==> config.mk <==
export PLATFORM = sky130hd
export DESIGN_NAME = lcg_full_period_check_top
export DESIGN_NICKNAME = d
export VERILOG_FILES = /design/src/design/lcgfp_pkg.sv /design/src/design/lcgfp_modred.sv /design/src/design/lcgfp_dp.sv /design/src/design/lcgfp_ctrl.sv /design/src/design/lcg_full_period_check_top.sv
export SDC_FILE = /design/constraint.sdc
export NUM_CORES = 1
export LEC_CHECK = 0
export BUFFER_PORTS_ARGS = -buffer_cell sky130_fd_sc_hd__buf_4
export CAP_MARGIN = 10
export CELL_PAD_IN_SITES_DETAIL_PLACEMENT = 2
export CELL_PAD_IN_SITES_GLOBAL_PLACEMENT = 2
export CORE_ASPECT_RATIO = 0.8
export CORE_MARGIN = 5
export CORE_UTILIZATION = 41
export DETAILED_ROUTE_END_ITERATION = 8
export GPL_ROUTABILITY_DRIVEN = 0
export PLACE_DENSITY_LB_ADDON = 0.3
export SLEW_MARGIN = 30
export SYNTH_ARGS = -nofsm -noshare
export SYNTH_HDL_FRONTEND = slang
export SYNTH_SLANG_ARGS = --single-unit
==> constraint.sdc <==
create_clock -name clk -period 11.5 [get_ports clk]
set_clock_uncertainty 0.15 [all_clocks]
set_input_delay 2.3 -clock clk [delete_from_list [all_inputs] [get_ports clk]]
set_output_delay 2.3 -clock clk [all_outputs]
set_load 0.03 [all_outputs]
==> src/design/lcgfp_pkg.sv <==
`default_nettype none

package lcgfp_pkg;

	// widths of the request fields and of the sequence value
	localparam int MOD_W   = 8;
	localparam int COEF_W  = 7;
	localparam int VAL_W   = 8;

	// a*d + c fits in 16 bits; the remainder unit retires DIV_BITS bits per cycle
	localparam int PROD_W    = 16;
	localparam int DIV_BITS  = 4;
	localparam int DIV_STEPS = PROD_W / DIV_BITS;
	localparam int DIVC_W    = (DIV_STEPS > 1) ? $clog2(DIV_STEPS) : 1;

	typedef enum logic [2:0] {
		ST_IDLE,
		ST_CLEAR,
		ST_MUL,
		ST_DIV,
		ST_READ,
		ST_CHECK,
		ST_DONE
	} state_t;

	typedef struct packed {
		logic load;       // capture request fields
		logic clr_wr;     // clearing pass write at the clear counter
		logic step_init;  // d = 0, step = 1
		logic div_start;  // load a*d + c into the remainder unit
		logic div_step;   // one digit of the remainder
		logic rd;         // read bitmap at the new value
		logic chk;        // mark new value, advance d and step
		logic out_load;   // load result register
		logic out_value;
	} cmd_t;

	typedef struct packed {
		logic m_over;     // modulus above the bitmap depth
		logic m_small;    // modulus of zero or one
		logic clr_last;
		logic step_last;
		logic seen;
	} sts_t;

endpackage

`default_nettype wire

==> src/design/lcgfp_modred.sv <==
`default_nettype none

module lcgfp_modred import lcgfp_pkg::*; (
	input  wire logic              clk,
	input  wire logic              start,
	input  wire logic              step,
	input  wire logic [PROD_W-1:0] dividend,
	input  wire logic [VAL_W-1:0]  divisor,
	output logic      [VAL_W-1:0]  rem
);

	logic [PROD_W-1:0] num_q;
	logic [VAL_W-1:0]  rem_q;
	logic [VAL_W-1:0]  rem_d;

	// restoring remainder, MSB first; rem_q stays below divisor so one subtract per bit
	always_comb begin
		logic [VAL_W:0] t;
		rem_d = rem_q;
		for (int i = 0; i < DIV_BITS; i++) begin
			t = {rem_d, num_q[PROD_W-1-i]};
			if (t >= {1'b0, divisor}) begin
				t = t - {1'b0, divisor};
			end
			rem_d = t[VAL_W-1:0];
		end
	end

	always_ff @(posedge clk) begin
		if (start) begin
			num_q <= dividend;
			rem_q <= '0;
		end else if (step) begin
			num_q <= num_q << DIV_BITS;
			rem_q <= rem_d;
		end
	end

	assign rem = rem_q;

endmodule

`default_nettype wire

==> src/design/lcgfp_dp.sv <==
`default_nettype none

module lcgfp_dp import lcgfp_pkg::*; #(
	parameter int MAX_MODULUS = 128
) (
	input  wire logic              clk,
	input  wire logic [MOD_W-1:0]  modulus,
	input  wire logic [COEF_W-1:0] multiplier,
	input  wire logic [COEF_W-1:0] increment,
	input  wire cmd_t              cmd,
	output sts_t                   sts,
	output logic                   full_period
);

	localparam int AW = $clog2(MAX_MODULUS);

	logic [MOD_W-1:0]  m_q;
	logic [COEF_W-1:0] a_q;
	logic [COEF_W-1:0] c_q;
	logic [VAL_W-1:0]  d_q;
	logic [VAL_W-1:0]  cnt_q;
	logic [VAL_W-1:0]  step_q;
	logic              rd_bit_q;
	logic              full_period_q;

	logic [PROD_W-1:0] prod;
	logic [VAL_W-1:0]  rem;

	logic seen_mem [MAX_MODULUS];

	always_ff @(posedge clk) begin
		if (cmd.load) begin
			m_q   <= modulus;
			a_q   <= multiplier;
			c_q   <= increment;
			cnt_q <= '0;
		end else if (cmd.clr_wr) begin
			cnt_q <= cnt_q + VAL_W'(1);
		end
		if (cmd.step_init) begin
			d_q    <= '0;
			step_q <= VAL_W'(1);
		end else if (cmd.chk) begin
			d_q    <= rem;
			step_q <= step_q + VAL_W'(1);
		end
		if (cmd.out_load) begin
			full_period_q <= cmd.out_value;
		end
	end

	assign prod = PROD_W'(a_q) * PROD_W'(d_q) + PROD_W'(c_q);

	lcgfp_modred u_modred (
		.clk      (clk),
		.start    (cmd.div_start),
		.step     (cmd.div_step),
		.dividend (prod),
		.divisor  (m_q),
		.rem      (rem)
	);

	// only entries below the modulus are ever touched; the clearing pass marks 0 as seen
	always_ff @(posedge clk) begin
		if (cmd.clr_wr) begin
			seen_mem[AW'(cnt_q)] <= (cnt_q == '0);
		end else if (cmd.chk) begin
			seen_mem[AW'(rem)] <= 1'b1;
		end
		if (cmd.rd) begin
			rd_bit_q <= seen_mem[AW'(rem)];
		end
	end

	always_comb begin
		sts.m_over    = 32'(modulus) > 32'(MAX_MODULUS);
		sts.m_small   = modulus <= MOD_W'(1);
		sts.clr_last  = cnt_q == (m_q - VAL_W'(1));
		sts.step_last = step_q == (m_q - VAL_W'(1));
		sts.seen      = rd_bit_q;
	end

	assign full_period = full_period_q;

endmodule

`default_nettype wire

==> src/design/lcgfp_ctrl.sv <==
`default_nettype none

module lcgfp_ctrl import lcgfp_pkg::*; (
	input  wire logic clk,
	input  wire logic arst_n,
	input  wire logic in_valid,
	output logic      in_stall,
	output logic      out_valid,
	input  wire logic out_stall,
	input  wire sts_t sts,
	output cmd_t      cmd
);

	state_t            state_q, state_d;
	logic [DIVC_W-1:0] div_cnt_q, div_cnt_d;
	logic              ok_q, ok_d;
	logic              out_valid_q;

	always_ff @(posedge clk or negedge arst_n) begin
		if (!arst_n) begin
			state_q     <= ST_IDLE;
			div_cnt_q   <= '0;
			ok_q        <= 1'b0;
			out_valid_q <= 1'b0;
		end else begin
			state_q   <= state_d;
			div_cnt_q <= div_cnt_d;
			ok_q      <= ok_d;
			if (cmd.out_load) begin
				out_valid_q <= 1'b1;
			end else if (!out_stall) begin
				out_valid_q <= 1'b0;
			end
		end
	end

	always_comb begin
		state_d   = state_q;
		div_cnt_d = div_cnt_q;
		ok_d      = ok_q;
		cmd       = '0;
		unique case (state_q)
			ST_IDLE: begin
				if (in_valid) begin
					cmd.load = 1'b1;
					if (sts.m_over) begin
						ok_d    = 1'b0;
						state_d = ST_DONE;
					end else if (sts.m_small) begin
						ok_d    = 1'b1;
						state_d = ST_DONE;
					end else begin
						state_d = ST_CLEAR;
					end
				end
			end
			ST_CLEAR: begin
				cmd.clr_wr = 1'b1;
				if (sts.clr_last) begin
					cmd.step_init = 1'b1;
					state_d       = ST_MUL;
				end
			end
			ST_MUL: begin
				cmd.div_start = 1'b1;
				div_cnt_d     = '0;
				state_d       = ST_DIV;
			end
			ST_DIV: begin
				cmd.div_step = 1'b1;
				div_cnt_d    = div_cnt_q + DIVC_W'(1);
				if (div_cnt_q == DIVC_W'(DIV_STEPS - 1)) begin
					state_d = ST_READ;
				end
			end
			ST_READ: begin
				cmd.rd  = 1'b1;
				state_d = ST_CHECK;
			end
			ST_CHECK: begin
				cmd.chk = 1'b1;
				if (sts.seen) begin
					ok_d    = 1'b0;
					state_d = ST_DONE;
				end else if (sts.step_last) begin
					ok_d    = 1'b1;
					state_d = ST_DONE;
				end else begin
					state_d = ST_MUL;
				end
			end
			ST_DONE: begin
				// wait here only while the previous result is still held
				if (!out_valid_q || !out_stall) begin
					cmd.out_load  = 1'b1;
					cmd.out_value = ok_q;
					state_d       = ST_IDLE;
				end
			end
			default: begin
				state_d = ST_IDLE;
			end
		endcase
	end

	assign in_stall  = state_q != ST_IDLE;
	assign out_valid = out_valid_q;

endmodule

`default_nettype wire

==> src/design/lcg_full_period_check_top.sv <==
// Full-period check of the sequence d = (a*d + c) mod M started at 0: full_period is 1
// when M-1 steps give no repeated value, 0 at the first repeat, and 0 when M exceeds
// MAX_MODULUS; M of 0 or 1 answers 1. One request is in work at a time, and a new one is
// taken while the previous result still waits at the output. For 2 <= M <= MAX_MODULUS a
// check first clears the bitmap (entries 0..M-1), then runs up to M-1 steps, each a
// multiply-add, the 4-bit-per-cycle remainder unit, a registered bitmap read, and check
// and mark; it stops early at the first repeat. It then loads the result, which can wait
// while the previous result is still held at the output. Other moduli skip straight to
// loading the result.
`default_nettype none

module lcg_full_period_check_top import lcgfp_pkg::*; #(
	parameter int MAX_MODULUS = 128
) (
	input  wire logic              clk,
	input  wire logic              arst_n,
	input  wire logic              in_valid,
	output logic                   in_stall,
	input  wire logic [MOD_W-1:0]  modulus,
	input  wire logic [COEF_W-1:0] multiplier,
	input  wire logic [COEF_W-1:0] increment,
	output logic                   out_valid,
	input  wire logic              out_stall,
	output logic                   full_period
);

	cmd_t cmd;
	sts_t sts;

	lcgfp_ctrl u_ctrl (
		.clk       (clk),
		.arst_n    (arst_n),
		.in_valid  (in_valid),
		.in_stall  (in_stall),
		.out_valid (out_valid),
		.out_stall (out_stall),
		.sts       (sts),
		.cmd       (cmd)
	);

	lcgfp_dp #(
		.MAX_MODULUS (MAX_MODULUS)
	) u_dp (
		.clk         (clk),
		.modulus     (modulus),
		.multiplier  (multiplier),
		.increment   (increment),
		.cmd         (cmd),
		.sts         (sts),
		.full_period (full_period)
	);

endmodule

`default_nettype wire

# [Yosys cells after proc, flatten, opt, wreduce, memory -nomap -nowiden]
# Memory sizes are Yosys's and may differ from the RTL's. A register that Yosys moved wholly into a read port is not among the register bits.
# Cells that the tools add are included.
[word_totals] reg_bits=78 latch_bits=0 ram_bits=128 mem_bits_ro=0 output_inout_bits=3 elab_cells=101 n_memories=1
[classes] n_addsub=9 multipliers=1 div=0 n_lt_le_gt_ge=6 n_eq_ne=16 n_shift=0 mux=42 bitwise=0 reduce_logical=13
[memory_table] name="u_dp.seen_mem" words=128 width=1 read_ports=1 rd_ports_with_merged_regs=1 write_ports=1 line_no="lcgfp_dp.sv:29" source="logic seen_mem [MAX_MODULUS];"
[op_table] op="$ge 9x8->1" count=4
[op_table] op="$mux 16" count=2
[op_table] op="$mux 8" count=4
[op_table] op="$sub 8x8->8" count=4
[op_table] op="$mux 3" count=8
[op_table] op="$mux 1" count=21
[op_table] op="$pmux 3 s7" count=1
[op_table] op="$add 15x7->16" count=1
[op_table] op="$add 8x1->8 const B" count=2
[op_table] op="$eq 8x8->1" count=2
[op_table] op="$mul 7x8->15" count=1
[op_table] op="$eq 3x3->1 const B" count=3
[op_table] op="$gt 8x8->1 const B" count=1
[op_table] op="$le 8x1->1 const B" count=1
[op_table] op="$logic_not 8->1" count=1
[op_table] op="$reduce_and 4->1" count=2
[op_table] op="$sub 8x1->8 const B" count=1
[op_table] op="$mux 7" count=1
[op_table] op="$eq 3x2->1 const B" count=2
[op_table] op="$mux 2" count=3
[op_table] op="$ne 2x1->1 const B" count=3
[op_table] op="$reduce_bool 2->1" count=3
[op_table] op="$ne 2x2->1 const B" count=2
[op_table] op="$pmux 2 s2" count=1
[op_table] op="other kinds (12)" count=13

# [Longest topological paths before layout]
# Gate-level depths: netlist of the first run.
[logic_depth] ltp_word=8 mapped_depth=37

# [Cells and area by module]
# From an unflattened synthesis of the first run, not the netlist that was laid out.
[hier_totals] hier_cells=1251 area_unflattened_um2=13326.5
[modules_own_cells] mod="lcgfp_dp" n_inst=1 cells_per_inst=894 area_per_inst_um2=10141.0
[modules_own_cells] mod="lcgfp_modred" n_inst=1 cells_per_inst=299 area_per_inst_um2=2697.6
[modules_own_cells] mod="lcgfp_ctrl" n_inst=1 cells_per_inst=58 area_per_inst_um2=488.0

# [Least setup slack after synthesis of the first run]
# OpenSTA, ideal clock, no wires.
[synth_path] kind="reg2reg" from="reg u_dp.m_q[1]" to="reg u_dp.u_modred.rem_q[1], in the netlist u_dp.u_modred.rem[1]" setup_time_ns=0.116 arrival_time_ns=7.513 required_time_ns=11.234 slack_ns=3.722 path_stages_with_launch=37 path_buffers=2 cell_sequence="edfxtp_1 -> inv_1 -> ha_1 -> o21ai_0 -> o21ai_1 -> a21o_1 -> o21ai_0 -> inv_1 -> ha_1 -> nor2b_1 -> o31a_1 -> o31a_1 -> o31ai_2 -> o211ai_2 -> mux2_2 -> inv_1 -> ha_1 -> nor2b_1 -> o21ai_0 -> a21oi_1 -> o41ai_1 -> a21oi_1 -> a311oi_2 -> buf_6 -> nand2_1 -> o21ai_0 -> ha_1 -> nor2b_1 -> o21ai_0 -> a21oi_1 -> o21ai_0 -> a21oi_1 -> o22ai_1 -> clkbuf_1 -> nand3b_1 -> a32o_1 -> a31o_1"
[synth_between] elab_chain_cells=8 elab_cells_between_ends=12 cone_classes="add/sub: 4; order compare: 4; mux: 4"
[synth_rtl] element="start, declared" line_no="lcgfp_dp.sv:17" source="logic [MOD_W-1:0] m_q;"
[synth_rtl] element="start signal, assigned" line_no="lcgfp_dp.sv:33" source="m_q <= modulus;"
[synth_rtl] element="$sub 8x8->8 or $ge 9x8->1 (tied branches)" line_no="lcgfp_modred.sv:23, lcgfp_modred.sv:22"
[synth_rtl] element="$mux 8" line_no="lcgfp_modred.sv:22" source="if (t >= {1'b0, divisor}) begin"
[synth_rtl] element="$sub 8x8->8 or $ge 9x8->1 (tied branches)" line_no="lcgfp_modred.sv:23, lcgfp_modred.sv:22"
[synth_rtl] element="$mux 8" line_no="lcgfp_modred.sv:22"
[synth_rtl] element="$ge 9x8->1 or $sub 8x8->8 (tied branches)" line_no="lcgfp_modred.sv:22, lcgfp_modred.sv:23"
[synth_rtl] element="$mux 8" line_no="lcgfp_modred.sv:22"
[synth_rtl] element="$sub 8x8->8 or $ge 9x8->1 (tied branches)" line_no="lcgfp_modred.sv:23, lcgfp_modred.sv:22"
[synth_rtl] element="$mux 8 *" line_no="lcgfp_modred.sv:22"
[synth_rtl] element="end signal, assigned" line_no="lcgfp_modred.sv:35" source="rem_q <= rem_d;"
[synth_rtl] element="end, declared" line_no="lcgfp_modred.sv:13" source="logic [VAL_W-1:0] rem_q;"
# Every way passes the cells marked *; elsewhere a longest branch is shown, timed or not.
# A chain may end at the register's enable or synchronous reset.

# [Worst setup path after layout of the first run]
[layout_path] from="reg u_dp.u_modred.rem_q[4], in the netlist u_dp.u_modred.rem[4]" to="reg u_dp.u_modred.rem_q[1], in the netlist u_dp.u_modred.rem[1]"
[layout_between] elab_chain_cells=8 elab_cells_between_ends=12 cone_classes="add/sub: 4; order compare: 4; mux: 4"
[layout_rtl] element="$sub 8x8->8 or $ge 9x8->1 (tied branches)" line_no="lcgfp_modred.sv:23, lcgfp_modred.sv:22"
[layout_rtl] element="$mux 8 *" line_no="lcgfp_modred.sv:22"
[layout_rtl] element="$sub 8x8->8 or $ge 9x8->1 (tied branches)" line_no="lcgfp_modred.sv:23, lcgfp_modred.sv:22"
[layout_rtl] element="$mux 8 *" line_no="lcgfp_modred.sv:22"
[layout_rtl] element="$ge 9x8->1 or $sub 8x8->8 (tied branches)" line_no="lcgfp_modred.sv:22, lcgfp_modred.sv:23"
[layout_rtl] element="$mux 8 *" line_no="lcgfp_modred.sv:22"
[layout_rtl] element="$sub 8x8->8 or $ge 9x8->1 (tied branches)" line_no="lcgfp_modred.sv:23, lcgfp_modred.sv:22"
[layout_rtl] element="$mux 8 *" line_no="lcgfp_modred.sv:22"
# Marked as above.

==> run_results.csv, run 1 <==
group,metric,value,unit
status,outcome,"finished clean",
place,place_hpwl,27100,um
place,placed_cell_area,13500,sq um
yosys,synth_edf_count,168,
die,dieArea,35000,sq um
global_route,grt_max_degree,129,
critical_path,r2r-end,"u_dp.u_modred.rem[1]",
critical_path,setup.worst_path.end,"u_dp.u_modred.rem[1]",
detailed_routing,routed_wl,38100,um
detailed_routing,ant_nets,0,
critical_path,reg2reg_from,"u_dp.u_modred.rem[4]",
critical_path,cp_slowest_cell,"dfxtp_1",
timing,maxClockFrequency,0.0988,GHz
finish,drive_above_1_share,0.114,
yosys,synth-seq-area-share,0.456,
timing,rsz0062_at_grt,"no",
clock_network,htree_levels,1,
critical_path,worst_ep_required_time,11.78,ns
yosys,syn_nets,1330,
yosys,async_flop_share,0.0338,
timing,hold_violations,0,
clock_network,ctsHoldBuffers,0,
die,core,31200,sq um
critical_path,worstSetupStartpoint,"u_dp.u_modred.rem[4]",
global_route,grt_pass1_wl,59800,um
yosys,netlist_area,12800,sq um
clock_network,cts.repair.resized,0,
clock_network,clkSinkCount,207,
clock_network,ctsLongestPathBuffers,3,
critical_path,critPathArrivalTime,10.40,ns
finish,fin_nets,1347,
finish,design_area,14300,sq um
yosys,synthCells,1187,
critical_path,cp_common_cell,"a21oi_1",
clock_network,cts_tree,"done",
die,die_x,208,um
die,row_count,58,
critical_path,start_kind,"flip-flop",
yosys,synthTopCellsByArea,"edfxtp_1 39%, ha_1 7.5%, mux4_2 7.4%",
yosys,synth.largest_area_cell,"edfxtp_1",
detailed_routing,drt_first_pass_iters,5,
global_route,antenna_found_initial,0,
yosys,synthTopCellsByCount,"186 x nor2_1, 168 x edfxtp_1, 128 x nand2_1",
critical_path,crit_fanout,16,
clock_network,clock_latency,0.54,ns
timing,fin_crit_sh,0.880,
critical_path,slowest_delay,0.97,ns
yosys,synth.top_cell.area_share,0.393,
timing,slew_headroom,0.337,
die,start_util,0.412,
place,io_buffers,28,
yosys,yosysWarnings,0,
timing,tightest_slew,0.994,ns
detailed_routing,via_per_inst,5.65,
global_route,grt_pass1_vias,10307,
clock_network,numCtsBuffers,24,
timing,fin_crit,10.12,ns
yosys,yosysUniqueCellTypes,61,
die,io_pins,29,
critical_path,reg2reg_depth,33,
timing,finalMaxSlewViolations,0,
global_route,grt.overflow.total,0,
critical_path,critPathCaptureType,"flip-flop",
critical_path,worst-setup-path-type,"flip-flop to flip-flop",
yosys,synth_top_flop_cell,"edfxtp_1",
timing,setup_tns,0,ns
critical_path,r2r_slack,1.38,ns
finish,antenna_cells,0,
clock_network,cts_setup_buffers,0,
yosys,yosysMostFrequentCell,"nor2_1",
finish,syn_to_final_growth,11.2,%
worst_hold_path,hp-class,"flip-flop to flip-flop",
die,fp.dieH,168,um
yosys,postSynthAreaPerCell,10.8,sq um
detailed_routing,wl_per_cell,23.2,um
clock_network,clkTransAtPathRegs,0.07,ns
flow_run,maxCapViolCount,0,
global_route,grt.total_usage,0.216,
detailed_routing,drc_errors,0,
yosys,ys_seq_elements,207,
detailed_routing,route.vias.total,9272,
timing,setup_viol,0,
clock_network,clockRootBuffer,"clkbuf_16",
detailed_routing,drt_iter0_drc,538,
cell type report:
class                           instances  area (sq um)
Clock buffer                           28           637
Clock inverter                         16           130
Multi-Input combinational cell        846          6480
Inverter                               86           323
Timing Repair Buffer                   39           317
Sequential cell                       207          5860
Fill cell                            3254         16900
Tap cell                              420           526
registers in the layout, indices dropped and copies added (netlist names):
signal,flops
u_dp.full_period,1
u_dp.m_q,8
u_dp.a_q,7
u_ctrl.out_valid,1
u_dp.u_modred.num_q,16
u_dp.d_q,8
u_ctrl.state_q,3
u_dp.rd_bit_q,1
u_ctrl.ok_q,1
u_dp.cnt_q,8
u_dp.step_q,8
u_dp.seen_mem,128
u_ctrl.div_cnt_q,2
u_dp.u_modred.rem,8
u_dp.c_q,7
logic make-up (layout without fill, tap and decap cells):
group,Yosys count,count (layout),share of synthesized area
AOI/OAI and AO/OA,156,156,0.0777
xor gates and xnor gates,59,59,0.0402
adders and majority gates,117,117,0.137
buffers and inverters,134,169,0.0397
DFF,207,207,0.456
muxes,62,62,0.0909
and+or+nand+nor,452,452,0.158
layout by cell type, fill, tap and decap left out, types with 11 or more instances in the layout:
cell / count
a21oi_1: 33
and2_1: 28
buf_4: 37
clkbuf_16: 25
dfxtp_1: 30
edfxtp_1: 168
fa_1: 40
ha_1: 77
inv_1: 86
mux2_2: 13
mux4_2: 42
nand2_1: 127
nand2b_1: 11
nand3_1: 22
nand4_1: 11
nor2_1: 184
nor3_1: 17
o21a_1: 13
o21ai_0: 52
xnor2_1: 34
xor2_1: 25
layer usage:
| layer | track usage | wire length, um |
|---|---|---|
| met2 | 0.375 | 18600 |
| met1 | 0.295 | 17500 |
| met3 | 0.0276 | 1270 |
| met4 | 0.0414 | 756 |
| met5 | 0 | 0 |
worst min path at each step:
stage	startpoint	to	slack, ns	cells past startpoint
floorplan	u_ctrl.div_cnt_q[1]	u_ctrl.div_cnt_q[1]	0.29	2
global placement	u_ctrl.div_cnt_q[1]	u_ctrl.div_cnt_q[1]	0.31	2
detailed placement	u_ctrl.div_cnt_q[1]	u_ctrl.div_cnt_q[1]	0.32	2
CTS	u_ctrl.div_cnt_q[1]	u_ctrl.div_cnt_q[1]	0.33	2
global route	u_ctrl.div_cnt_q[1]	u_ctrl.div_cnt_q[1]	0.36	2
finish	u_ctrl.div_cnt_q[1]	u_ctrl.div_cnt_q[1]	0.33	2
per-stage QoR:
step	hold slack [ns]	worst slack [ns]	util	std cells
floorplan	0.293	3.72	-	1187
global placement	0.311	2.05	0.432	1597
detailed placement	0.320	1.57	0.433	1598
CTS	0.334	1.50	0.458	1642
global route	0.356	0.625	0.458	1642
finish	0.331	1.38	0.458	1642
worst max-delay path, delay by kind of cell (launching register included):
family / cells / cell delay, ns
buffers and inverters: 2 / 0.31
DFF: 1 / 0.97
adders and majority gates: 4 / 1.41
AOI/OAI and AO/OA: 22 / 5.87
and+or+nand+nor: 4 / 0.89
muxes: 1 / 0.40
Power of run 1 is not shown: default switching activity piles up to over one toggle a cycle in this logic, so the estimate is an artifact.
==> run 2: changes to the inputs <==
--- a/config.mk
+++ b/config.mk
@@ -5,14 +5,14 @@
 export SDC_FILE = /design/constraint.sdc
 export NUM_CORES = 1
 export LEC_CHECK = 0
-export BUFFER_PORTS_ARGS = -buffer_cell sky130_fd_sc_hd__buf_4
 export CAP_MARGIN = 10
 export CELL_PAD_IN_SITES_DETAIL_PLACEMENT = 2
 export CELL_PAD_IN_SITES_GLOBAL_PLACEMENT = 2
 export CORE_ASPECT_RATIO = 0.8
 export CORE_MARGIN = 5
-export CORE_UTILIZATION = 41
+export CORE_UTILIZATION = 47
 export DETAILED_ROUTE_END_ITERATION = 8
+export DONT_BUFFER_PORTS = 1
 export GPL_ROUTABILITY_DRIVEN = 0
 export PLACE_DENSITY_LB_ADDON = 0.3
 export SLEW_MARGIN = 30
==> run_results.csv, run 2 (synthesis gave the netlist of run 1 again) <==
group,metric,value,unit
clock_network,cts_setup_buffers,0,
timing,hold_violations,0,
global_route,antenna_found_initial,1,
critical_path,start_kind,"flip-flop",
worst_hold_path,worstHoldPathCells,2,
critical_path,worst-setup-path-type,"flip-flop to flip-flop",
timing,fin_crit_sh,0.862,
finish,largest_reg_flops,128,
detailed_routing,drc_errors,0,
critical_path,reg2reg_depth,35,
die,die_x,195,um
detailed_routing,drt_first_pass_iters,5,
clock_network,clkTransAtPathRegs,0.07,ns
detailed_routing,route.vias.total,9396,
timing,setup_viol,0,
timing,slew_headroom,0.388,
finish,final_common_cell,"nor2_1",
critical_path,cp_common_cell,"o21ai_0",
critical_path,critPathArrivalTime,10.14,ns
timing,fin_crit,9.92,ns
critical_path,worst_ep_required_time,11.72,ns
clock_network,clock_latency,0.51,ns
status,outcome,"finished clean",
finish,fin_nets,1318,
worst_hold_path,hp-class,"flip-flop to flip-flop",
finish,num-fill-cells,2700,
die,dieArea,30800,sq um
finish,layout_common_cells,"184 x nor2_1, 168 x edfxtp_1, 127 x nand2_1",
finish,syn_to_final_growth,8.39,%
clock_network,numCtsBuffers,23,
critical_path,critPathCaptureType,"flip-flop",
finish,antenna_cells,0,
clock_network,clockRootBuffer,"clkbuf_16",
clock_network,cts.repair.resized,0,
die,core,27100,sq um
critical_path,reg2reg_from,"u_dp.m_q[1]",
global_route,grt_max_degree,129,
detailed_routing,drt_iter0_drc,747,
critical_path,r2r-end,"u_dp.u_modred.rem[3]",
clock_network,ctsHoldBuffers,0,
critical_path,cp_slowest_cell,"o22ai_1",
finish,top_regs,"u_dp.seen_mem x128, u_dp.u_modred.num_q x16",
die,fp.dieH,158,um
flow_run,maxCapViolCount,0,
global_route,grt_pass1_vias,10578,
critical_path,slowest_delay,0.73,ns
worst_hold_path,holdPathEnd,"u_ctrl.div_cnt_q[1]",
finish,drive_above_1_share,0.0924,
die,row_count,54,
timing,maxClockFrequency,0.101,GHz
detailed_routing,routed_wl,40800,um
worst_hold_path,hold_start,"u_ctrl.div_cnt_q[1]",
timing,finalMaxSlewViolations,0,
timing,setup_tns,0,ns
die,io_pins,29,
clock_network,ctsLongestPathBuffers,3,
clock_network,cts_tree,"done",
critical_path,crit_fanout,11,
place,io_buffers,0,
timing,tightest_slew,0.917,ns
critical_path,r2r_slack,1.58,ns
global_route,grt.total_usage,0.266,
detailed_routing,ant_nets,0,
detailed_routing,via_per_inst,6.04,
detailed_routing,wl_per_cell,26.3,um
place,place_hpwl,28700,um
global_route,grt.overflow.total,0,
finish,regMostFlops,"u_dp.seen_mem",
timing,rsz0062_at_grt,"no",
clock_network,clkSinkCount,207,
global_route,grt_pass1_wl,63400,um
clock_network,htree_levels,1,
die,start_util,0.474,
## run 2: worst max path at each step
stage,startpoint,end,slack (ns),cells after the start
2_1_floorplan,u_dp.m_q[1],u_dp.u_modred.rem[1],3.72,36
3_3_place_gp,u_dp.u_modred.rem[2],u_dp.u_modred.rem[1],2.20,34
3_5_place_dp,u_dp.u_modred.rem[2],u_dp.u_modred.rem[1],1.72,34
4_1_cts,u_dp.u_modred.rem[2],u_dp.u_modred.rem[1],1.50,34
5_1_grt,u_dp.m_q[1],u_dp.u_modred.rem[3],1.01,35
6_report,u_dp.m_q[1],u_dp.u_modred.rem[3],1.58,35
## run 2: cell type report
type	instances	area, sq um	share of cell area
multi-input combinational	846	6480	0.466
clock buffer	27	591	0.0424
tap	364	455	0.0327
timing repair buffer	11	106	0.00764
clock inverter	14	96.3	0.00692
sequential	207	5860	0.421
inverter	86	323	0.0232
## run 2: worst max-delay path: cells and delay by family (launching register included)
kind	cells	cell delay [ns]
fa+ha+maj	4	1.20
buf+inv	4	0.68
compound gates	20	5.52
simple gates	6	1.28
mux	1	0.40
flops	1	0.54
## run 2: per-layer routing
layer | track usage | up-vias | part of all wire
li1 | - | 4158 | -
met1 | 0.350 | 4862 | 0.43
met2 | 0.470 | 277 | 0.50
met3 | 0.0274 | 97 | 0.037
met4 | 0.0841 | 2 | 0.037
met5 | 0 | - | 0.00032
## run 2: through the flow
stage / instances / utilization / area [sq um] / hold slack [ns] / setup WS [ns]
finish: 1555 / 0.514 / 13900 / 0.350 / 1.58
global route: 1555 / 0.514 / 13900 / 0.371 / 1.01
CTS: 1554 / 0.513 / 13900 / 0.348 / 1.50
detailed placement: 1513 / 0.487 / 13200 / 0.334 / 1.72
global placement: 1513 / 0.487 / 13200 / 0.310 / 2.20
floorplan: 1187 / - / 12800 / 0.293 / 3.72
Power of run 2 is left out for the same reason.
==> run 3: changes to the inputs <==
--- a/config.mk
+++ b/config.mk
@@ -10,11 +10,11 @@
 export CELL_PAD_IN_SITES_GLOBAL_PLACEMENT = 2
 export CORE_ASPECT_RATIO = 0.8
 export CORE_MARGIN = 5
-export CORE_UTILIZATION = 47
+export CORE_UTILIZATION = 35
 export DETAILED_ROUTE_END_ITERATION = 8
 export DONT_BUFFER_PORTS = 1
 export GPL_ROUTABILITY_DRIVEN = 0
-export PLACE_DENSITY_LB_ADDON = 0.3
+export PLACE_DENSITY_LB_ADDON = 0.1
 export SLEW_MARGIN = 30
 export SYNTH_ARGS = -nofsm -noshare
 export SYNTH_HDL_FRONTEND = slang
==> run_results.csv, run 3 (synthesis gave the netlist of run 1 again) <==
group,metric,value,unit
timing,hold_violations,0,
timing,slew_headroom,0.377,
clock_network,clockRootBuffer,"clkbuf_16",
critical_path,r2r_slack,2.12,ns
timing,setup_tns,0,ns
critical_path,reg2reg_depth,35,
detailed_routing,drc_errors,0,
finish,regArea,5860,sq um
detailed_routing,wl_per_cell,22.8,um
timing,fin_crit_sh,0.816,
clock_network,htree_levels,1,
timing,rsz0062_at_grt,"no",
timing,finalMaxSlewViolations,0,
clock_network,clkSinkCount,207,
critical_path,reg2reg_from,"u_dp.m_q[1]",
critical_path,worst_ep_required_time,11.76,ns
die,io_pins,29,
detailed_routing,drt_iter0_drc,604,
critical_path,critPathArrivalTime,9.64,ns
status,outcome,"finished clean",
clock_network,cts.repair.resized,0,
critical_path,critPathCaptureType,"flip-flop",
finish,num-fill-cells,3831,
clock_network,ctsHoldBuffers,0,
critical_path,cp_slowest_cell,"a21oi_1",
global_route,grt_max_degree,125,
die,dieArea,40700,sq um
timing,maxClockFrequency,0.107,GHz
clock_network,ctsLongestPathBuffers,3,
detailed_routing,drt_first_pass_iters,5,
detailed_routing,via_per_inst,5.38,
worst_hold_path,hp-class,"flip-flop to flip-flop",
critical_path,slowest_delay,0.70,ns
finish,regMostFlops,"u_dp.seen_mem",
critical_path,worstSetupStartpoint,"u_dp.m_q[1]",
critical_path,crit_fanout,11,
clock_network,clock_latency,0.54,ns
global_route,grt_pass1_vias,9766,
finish,utilization,0.392,
clock_network,clkTransAtPathRegs,0.06,ns
flow_run,maxCapViolCount,0,
finish,layout_common_cells,"184 x nor2_1, 168 x edfxtp_1, 125 x nand2_1",
critical_path,worst-setup-path-type,"flip-flop to flip-flop",
finish,drive_above_1_share,0.0946,
die,fp.dieH,181,um
critical_path,r2r-end,"u_dp.u_modred.rem[1]",
timing,tightest_slew,0.932,ns
detailed_routing,routed_wl,38300,um
global_route,grt.total_usage,0.186,
finish,syn_to_final_growth,10.2,%
global_route,grt.overflow.total,0,
place,placed_cell_area,13400,sq um
finish,fin_nets,1320,
finish,largest_reg_flops,128,
critical_path,cp_common_cell,"o21ai_0",
place,place_hpwl,27300,um
detailed_routing,ant_nets,0,
clock_network,cts_tree,"done",
timing,setup_viol,0,
die,die_x,224,um
die,row_count,62,
finish,top_regs,"u_dp.seen_mem x128, u_dp.u_modred.num_q x16",
finish,multi_input_area,6500,sq um
detailed_routing,route.vias.total,9019,
finish,design_area,14200,sq um
timing,fin_crit,9.38,ns
place,io_buffers,0,
global_route,antenna_found_initial,3,
die,core,36100,sq um
finish,final_common_cell,"nor2_1",
critical_path,setup.worst_path.end,"u_dp.u_modred.rem[1]",
clock_network,numCtsBuffers,24,
die,start_util,0.356,
critical_path,start_kind,"flip-flop",
clock_network,cts_setup_buffers,0,
global_route,grt_pass1_wl,59100,um
run 3: changes by cell type in the layout (fill, tap and decap cells not counted), sizes merged:
cell    delta
clkbuf     +4
buf        +1
inv        -1
bufinv     +1
clkinv     -1
diode      +1
run 3: how the worst min path moves through the flow:
stage	from	to	slack [ns]	cells after the start
3_3_place_gp	u_ctrl.div_cnt_q[1]	u_ctrl.div_cnt_q[1]	0.30	2
4_1_cts	u_ctrl.div_cnt_q[1]	u_ctrl.div_cnt_q[1]	0.33	2
6_report	u_ctrl.div_cnt_q[1]	u_ctrl.div_cnt_q[1]	0.33	2
5_1_grt	u_ctrl.div_cnt_q[1]	u_ctrl.div_cnt_q[1]	0.36	2
3_5_place_dp	u_ctrl.div_cnt_q[1]	u_ctrl.div_cnt_q[1]	0.32	2
2_1_floorplan	u_ctrl.div_cnt_q[1]	u_ctrl.div_cnt_q[1]	0.29	2
run 3: worst max-delay path, delay by kind of cell, from the launching register on:
kind                     cells  cell delay (ns)
AO/OA/AOI/OAI               22             5.22
adder cells (fa/ha/maj)      4             1.28
buffers and inverters        4             0.85
AND/OR/NAND/NOR              4             0.82
flip-flops                   1             0.52
multiplexers                 1             0.40
run 3: cell type report:
type	count	area share
clock buffers	31	0.0443
diodes	1	0.000177
clock inverters	13	0.00901
flip-flops and latches	207	0.414
multi-input cells	846	0.459
inverters	86	0.0228
repair buffers	12	0.00804
well taps	480	0.0424
run 3: stage by stage:
| stage | hold slack [ns] | std cells | setup slack [ns] |
|---|---|---|---|
| after global placement | 0.305 | 1630 | 2.53 |
| after detailed placement | 0.317 | 1630 | 2.23 |
| after CTS | 0.331 | 1674 | 2.23 |
| after global routing | 0.364 | 1675 | 1.42 |
| final | 0.328 | 1676 | 2.12 |
| after floorplan | 0.293 | 1187 | 3.72 |
run 3: routing by layer:
layer  up-vias  track usage  share of wire
met5         -            0              0
met3        38       0.0252          0.030
met4         0       0.0302          0.015
met1      4682        0.274           0.49
met2       130        0.301           0.46
li1       4169            -              -
Power of run 3 is left out for the same reason.
